## src/design/ptpa_pkg.sv

```systemverilog
// Package: widths, CORDIC angle table and shared types for the pointing-angle core.
`default_nettype none
package ptpa_pkg;
	localparam int CordicIterations = 16;
	localparam int CW = 40;
	localparam int ZW = 26;
	localparam int HalfTurn = 23040;
	localparam int FullTurn = 46080;
	localparam int StepLimit = 46080;
	localparam logic signed [ZW-1:0] Deg90Q16 = 26'sd5898240;

	typedef enum logic [2:0] {
		REG_BASE_X = 3'd0, REG_BASE_Y = 3'd1, REG_BASE_Z = 3'd2, REG_BASE_YAW = 3'd3,
		REG_BASE_PITCH = 3'd4, REG_PAN_SPD = 3'd5, REG_TILT_SPD = 3'd6
	} reg_idx_t;

	typedef struct packed {
		logic signed [CW-1:0] x;
		logic signed [CW-1:0] y;
		logic signed [ZW-1:0] z;
		logic zero;
	} cordic_t;

	function automatic logic signed [ZW-1:0] atan_step(input int i);
		logic signed [ZW-1:0] r;
		begin
			case (i)
				0: r = 26'sd2949120; 1: r = 26'sd1740967; 2: r = 26'sd919879;
				3: r = 26'sd466945; 4: r = 26'sd234379; 5: r = 26'sd117265;
				6: r = 26'sd58666; 7: r = 26'sd29335; 8: r = 26'sd14668;
				9: r = 26'sd7334; 10: r = 26'sd3667; 11: r = 26'sd1833;
				12: r = 26'sd917; 13: r = 26'sd458; 14: r = 26'sd229;
				15: r = 26'sd115; 16: r = 26'sd57; 17: r = 26'sd29;
				18: r = 26'sd14; 19: r = 26'sd7; 20: r = 26'sd4;
				21: r = 26'sd2; 22: r = 26'sd1;
				default: r = '0;
			endcase
			return r;
		end
	endfunction
endpackage
`default_nettype wire

```

## src/design/ptpa_isqrt.sv

```systemverilog
// Pipelined floor integer square root, one result bit per step, registered after every fourth step.
`default_nettype none
module ptpa_isqrt import ptpa_pkg::*; (
	input wire logic clk,
	input wire logic en,
	input wire logic [63:0] n,
	output logic [31:0] root
);
	logic [63:0] rem_s [0:32];
	logic [31:0] res_s [0:32];
	always_comb begin
		rem_s[0] = n;
		res_s[0] = '0;
	end
	for (genvar k = 0; k < 32; k++) begin : g_st
		logic [65:0] trial;
		logic [63:0] rem_n;
		logic [31:0] res_n;
		always_comb begin
			trial = {2'b00, rem_s[k] >> (2 * (31 - k))};
			if (trial >= {32'd0, res_s[k], 2'b01}) begin
				rem_n = rem_s[k] - ({30'd0, res_s[k], 2'b01} << (2 * (31 - k)));
				res_n = {res_s[k][30:0], 1'b1};
			end else begin
				rem_n = rem_s[k];
				res_n = {res_s[k][30:0], 1'b0};
			end
		end
		if (k % 4 == 3) begin : g_reg
			always_ff @(posedge clk) begin
				if (en) begin
					rem_s[k+1] <= rem_n;
					res_s[k+1] <= res_n;
				end
			end
		end else begin : g_cmb
			always_comb begin
				rem_s[k+1] = rem_n;
				res_s[k+1] = res_n;
			end
		end
	end
	assign root = res_s[32];
endmodule
`default_nettype wire

```

## config.mk

```make
export PLATFORM = sky130hd
export DESIGN_NAME = ptpa_isqrt
export DESIGN_NICKNAME = d
export VERILOG_FILES = /design/src/design/ptpa_pkg.sv /design/src/design/ptpa_isqrt.sv
export SDC_FILE = /design/constraint.sdc
export NUM_CORES = 2
export LEC_CHECK = 0
export BUFFER_PORTS_ARGS = -buffer_cell sky130_fd_sc_hd__buf_2
export CAP_MARGIN = 10
export CELL_PAD_IN_SITES_DETAIL_PLACEMENT = 0
export CELL_PAD_IN_SITES_GLOBAL_PLACEMENT = 1
export CORE_MARGIN = 2
export CORE_UTILIZATION = 50
export DETAILED_ROUTE_END_ITERATION = 10
export PLACE_DENSITY = 0.84
export SYNTH_ARGS = -nofsm -noshare
export SYNTH_HDL_FRONTEND = slang
export SYNTH_SLANG_ARGS = --single-unit
```

## constraint.sdc

```tcl
create_clock -name clk -period 16.7 [get_ports clk]
set_clock_uncertainty 0.2 [all_clocks]
set_input_delay 4.175 -clock clk [delete_from_list [all_inputs] [get_ports clk]]
set_output_delay 4.175 -clock clk [all_outputs]
set_load 0.005 [all_outputs]
```

== After elaboration in Yosys (flattened, before gate mapping) ==
Index checks and enable logic that the tools add are counted.

* Output and inout port bits: 32
* Word-level logic and storage cells: 141
* Register bits after elaboration: 592
* Input bits: 66

* Mux-type cells: 63
* Add/subtract/negate cells: 31
* Order comparisons: 32

{| class="wikitable"
|+ Operators by type and width
! kind !! number
|-
| 2-to-1 mux 64 bit || 31
|-
| >= comparator 64 x 33 -> 1 bit || 1
|-
| subtractor 64 x 34 -> 64 bit || 1
|-
| subtractor 64 x 35 -> 64 bit || 1
|-
| subtractor 64 x 36 -> 64 bit || 1
|-
| subtractor 64 x 37 -> 64 bit || 1
|-
| subtractor 64 x 38 -> 64 bit || 1
|-
| subtractor 64 x 39 -> 64 bit || 1
|-
| subtractor 64 x 40 -> 64 bit || 1
|-
| subtractor 64 x 41 -> 64 bit || 1
|-
| subtractor 64 x 42 -> 64 bit || 1
|-
| subtractor 64 x 43 -> 64 bit || 1
|-
| subtractor 64 x 44 -> 64 bit || 1
|-
| subtractor 64 x 45 -> 64 bit || 1
|-
| subtractor 64 x 46 -> 64 bit || 1
|-
| subtractor 64 x 47 -> 64 bit || 1
|-
| subtractor 64 x 48 -> 64 bit || 1
|-
| subtractor 64 x 49 -> 64 bit || 1
|-
| subtractor 64 x 50 -> 64 bit || 1
|-
| subtractor 64 x 51 -> 64 bit || 1
|-
| subtractor 64 x 52 -> 64 bit || 1
|-
| subtractor 64 x 53 -> 64 bit || 1
|-
| subtractor 64 x 54 -> 64 bit || 1
|-
| subtractor 64 x 55 -> 64 bit || 1
|-
| other kinds (41) || 72
|}

== Longest topological paths before layout ==
* Depth in word-level cells: 8
* Gate-level depth with buffers: 74
* Gate-level depth less buffers: 65

== Worst setup path before layout ==
OpenSTA, ideal clock, no wires.

* Kind: register -> register
* From: reg res_s[139] (netlist name)
* To: reg res_s (netlist bit root[0]) (data pin)
* Data arrival time: 13.612 ns
* Setup slack: 2.627 ns
* Clock period less this slack: 14.073 ns
* Cell stages (with the launch flop): 75
* Setup time: 0.261 ns
* Cells stage by stage: edfxtp_1 inv_1 ha_1 clkbuf_1 nand4_1 or3_1 nor4_1 nand4_1 nand2_1 nor2_1 nand3_1 clkbuf_1 clkbuf_1 clkbuf_1 a21oi_1 ha_1 clkbuf_1 a21o_1 [39 not listed] o21ai_0 nand2b_1 a21oi_1 nor2b_1 o21ai_0 nand2b_1 a21oi_1 o31ai_1 a21oi_1 o21ai_0 a21oi_1 o211ai_1 or4_1 or3_1 a2111o_1 a211oi_1 o2111a_1 nand2_1

* Word-level cells in the longest chain between the ends: 8

{| class="wikitable"
|+ Ends and longest elaborated chain
! item !! line !! source
|-
| subtractor 64 x 36 -> 64 bit / >= comparator 58 x 30 -> 1 bit (equally long branches) || ptpa_isqrt.sv:22, ptpa_isqrt.sv:21 ||
|-
| 2-to-1 mux 64 bit / 2-to-1 mux 1 bit (equally long branches) || ptpa_isqrt.sv:21 || <nowiki>if (trial >= {32'd0, res_s[k], 2'b01}) begin</nowiki>
|-
| subtractor 64 x 35 -> 64 bit / >= comparator 60 x 31 -> 1 bit (equally long branches) || ptpa_isqrt.sv:22, ptpa_isqrt.sv:21 ||
|-
| 2-to-1 mux 64 bit / 2-to-1 mux 1 bit (equally long branches) || ptpa_isqrt.sv:21 ||
|-
| >= comparator 62 x 32 -> 1 bit * || ptpa_isqrt.sv:21 ||
|-
| 2-to-1 mux 1 bit * || ptpa_isqrt.sv:21 ||
|-
| net g_st[30].res_n[0] || ptpa_isqrt.sv:18 || <nowiki>logic [31:0] res_n;</nowiki>
|-
| >= comparator 64 x 33 -> 1 bit * || ptpa_isqrt.sv:21 ||
|-
| 2-to-1 mux 1 bit * || ptpa_isqrt.sv:21 ||
|-
| net g_st[31].res_n[0] || ptpa_isqrt.sv:18 ||
|-
| to (signal, indexed assignment) || ptpa_isqrt.sv:33 || <nowiki>res_s[k+1] <= res_n;</nowiki>
|-
| to (decl) || ptpa_isqrt.sv:10 || <nowiki>logic [31:0] res_s [0:32];</nowiki>
|}

Mark *: on every way through the listed nets, which the timed path passes. The rest lies on a longest branch.
A chain may end at the register's enable or synchronous reset.

== Worst setup path after layout ==
* From: reg res_s[139] (netlist name)
* To: reg res_s (netlist bit root[0]) (data pin)

* Word-level cells in the longest chain between the ends: 8

{| class="wikitable"
|+ Ends and longest elaborated chain
! item !! line
|-
| subtractor 64 x 36 -> 64 bit / >= comparator 58 x 30 -> 1 bit (equally long branches) || ptpa_isqrt.sv:22, ptpa_isqrt.sv:21
|-
| 2-to-1 mux 64 bit / 2-to-1 mux 1 bit (equally long branches) || ptpa_isqrt.sv:21
|-
| subtractor 64 x 35 -> 64 bit / >= comparator 60 x 31 -> 1 bit (equally long branches) || ptpa_isqrt.sv:22, ptpa_isqrt.sv:21
|-
| 2-to-1 mux 64 bit / 2-to-1 mux 1 bit (equally long branches) || ptpa_isqrt.sv:21
|-
| subtractor 64 x 34 -> 64 bit / >= comparator 62 x 32 -> 1 bit (equally long branches) || ptpa_isqrt.sv:22, ptpa_isqrt.sv:21
|-
| 2-to-1 mux 64 bit / 2-to-1 mux 1 bit (equally long branches) || ptpa_isqrt.sv:21
|-
| >= comparator 64 x 33 -> 1 bit * || ptpa_isqrt.sv:21
|-
| 2-to-1 mux 1 bit * || ptpa_isqrt.sv:21
|-
| net g_st[31].res_n[0] || ptpa_isqrt.sv:18
|}

Marked as above.

==> run_results.csv <==
group,metric,value,unit
status,status,"finished, final reports clean",
route,top_layer,"met5",
clocking,clk_pin_slew,0.07,ns
cells_and_area,final_common_cell,"a21oi_1",
cells_and_area,nets,8551,
critical_path,required,16.94,ns
floorplanning,die_h,364.3,microns
clocking,clock_latency,0.72,ns
sta,hold_violations,0,
synth,netlist_instances,7961,
route,wl_met3,16.07,mm
critical_path,end_kind,"register",
synth,synth_enable_flop_cells,592,
route,dr_wl_met2,98.29,mm
critical_path,max_stage_delay,0.79,ns
route,first_iter_violations,6602,
route,wl,220.3,mm
sta,finalSetupViolations,0,
global_route,grt_usage,0.3209,
critical_path,cp_max_fo,49,
cells_and_area,syn_to_final_growth,7.135,%
sta,slew-limit-headroom,0.1636,
clocking,cts_root_buf,"clkbuf_16",
placement,io_buffers,97,
floorplanning,ios,98,
route,postRouteAntennaNets,0,
placement,gp_congestion,0.9914,
synth,async_flop_share,0,
route,met1_length,98.45,mm
sta,slew_viol_final,0,
global_route,grt_pass1_wl,333.9,mm
sta,setup_ws,1.124,ns
global_route,grt_overflow,0,
floorplanning,core_area,0.1292,sq mm
placement,dp_hpwl,177.0,mm
route,via_per_inst,6.326,
cells_and_area,drive_gt1_frac,0.06060,
cells_and_area,layout_common_cells,"a21oi_1 (775), nor2_1 (770), nand2_1 (712)",
synth,yosysSeqAreaShare,0.2739,
route,first_pass_iters,6,
synth,synthTopCellsByArea,"edfxtp_1 (27%), ha_1 (11%), xnor2_1 (7.0%), a21oi_1 (6.0%), nor2_1 (4.5%)",
critical_path,crit_type,"register to register",
worst_hold_path,hp-class,"register to register",
route,via_count,61560,
critical_path,cpMostUsedCell,"a21oi_1",
clocking,htreeDepth,3,
clocking,numCtsBuffers,72,
sta,rsz0062_at_grt,"no",
route,wl_per_cell,22.64,microns
sta,whs,0.1849,ns
critical_path,cp_slowest_cell,"nor4_1",
floorplanning,die_area,0.1327,sq mm
critical_path,crit_arrival,15.82,ns
route,drc_errors,0,
global_route,grt_antenna_before_repair,7,
clocking,clk_path_buf_depth,3,
synth,ys_seq_elements,592,
floorplanning,start_util,0.5025,
clocking,cts.sinks,592,
sta,tightest_slew,1.246,ns
sta,period_share,0.9327,
clocking,hold_buffers,0,
sta,max_freq,0.06420,GHz
global_route,grt_pass1_vias,56750,
placement,dp_slack,1.277,ns
synth,yosysUniqueCellTypes,111,
synth,syn_avg_cell_area,8.152,sq um
floorplanning,die_w,364.3,microns
synth,synthesis.nets,8582,
floorplanning,rows,132,
global_route,grt_max_degree,170,
sta,fin_setup_tns,0,ns
clocking,cts_tree,"yes",
job,cap_violations,0,
cells_and_area,fin_util,0.5384,
synth,ys_warn_count,0,
synth,synth.top_cell.area_share,0.2739,
synth,synthFlopType,"edfxtp_1",
sta,fin_crit,15.58,ns
synth,synth_area,0.06490,sq mm
critical_path,cp-start-kind,"register",
synth,synth_area_leader_cell,"edfxtp_1",
## synth_stat cells (all sizes together) (52+ instances only)
| library cell | count |
|---|---|
| nor4 | 133 |
| edfxtp | 592 |
| nand3 | 238 |
| nand4 | 161 |
| and3 | 96 |
| nor2b | 79 |
| and2 | 68 |
| a21oi | 776 |
| clkbuf | 191 |
| nor3 | 210 |
| or3 | 90 |
| nor2 | 770 |
| nand2 | 717 |
| ha | 555 |
| buf | 75 |
| nand2b | 92 |
| a31oi | 86 |
| o211ai | 77 |
| o21a | 71 |
| or4 | 52 |
| xor2 | 279 |
| o31ai | 57 |
| o21bai | 77 |
| inv | 381 |
| o21ai | 462 |
| a211oi | 62 |
| a21o | 307 |
| xnor2 | 523 |
## sequential cells by signal, indices dropped and copies added (netlist names)
| signal | cells |
|---|---|
| g_st.trial | 238 |
| rem_s | 210 |
| res_s | 112 |
| root | 32 |
## critical path, delay by kind of cell, from the launching register on
family,cells,cell delay (ns)
and+or+nand+nor,26,5.79
DFF,1,0.42
AOI/OAI and AO/OA,22,4.28
buffers and inverters,8,2.90
adders and majority gates,4,1.65
## routing by layer
layer,up-vias,global-route usage
met3,383,0.04594
li1,29560,-
met2,2403,0.5114
met4,4,0.1001
met5,-,0
met1,29210,0.4476
## kinds of logic (layout without fill, tap and decap cells)
kind of cell               after synthesis  after routing  share of synthesized area
other                                    0              2                          0
xor gates and xnor gates               802            802                     0.1085
DFF                                    592            592                     0.2739
buffers and inverters                  647            673                    0.03885
and+or+nand+nor                       2942           2942                     0.2282
adders and majority gates              555            555                     0.1070
muxes                                   83             83                    0.01376
AOI/OAI and AO/OA                     2340           2340                     0.2299
## per-stage QoR
step	cells	area, sq um
after CTS	9729	69520
after detailed placement	9598	67030
after floorplan	7961	64900
after global placement	9598	67030
final	9731	69530
after global routing	9729	69530
## area by class of cell
class,instances,area (sq um)
Antenna cell,2,5.005
Fill cell,12360,59620
Sequential cell,592,17780
Tap cell,1742,2180
Multi-Input combinational cell,6722,44640
Clock inverter,47,619.3
Inverter,381,1430
Clock buffer,84,1868
Timing Repair Buffer,161,1013
## timing repair
| action | CTS | global route |
|---|---|---|
| setup endpoints to repair | 0 | 1 |
| resized for setup | 0 | 2 |
| buffers inserted | 0 | 0 |
## path summary, 6_finish.rpt
kind / slack, ns / cells past startpoint / to / from
worst max-delay path: 1.12 / 60 / root[0] / res_s[139]
worst min-delay path: 0.18 / 0 / res_s[270] / res_s[394]
worst max register to register: 1.12 / 60 / root[0] / res_s[139]
worst min register to register: 0.18 / 0 / res_s[270] / res_s[394]
Power is not shown: default switching activity piles up to over one toggle a cycle in this logic, so the estimate is an artifact.
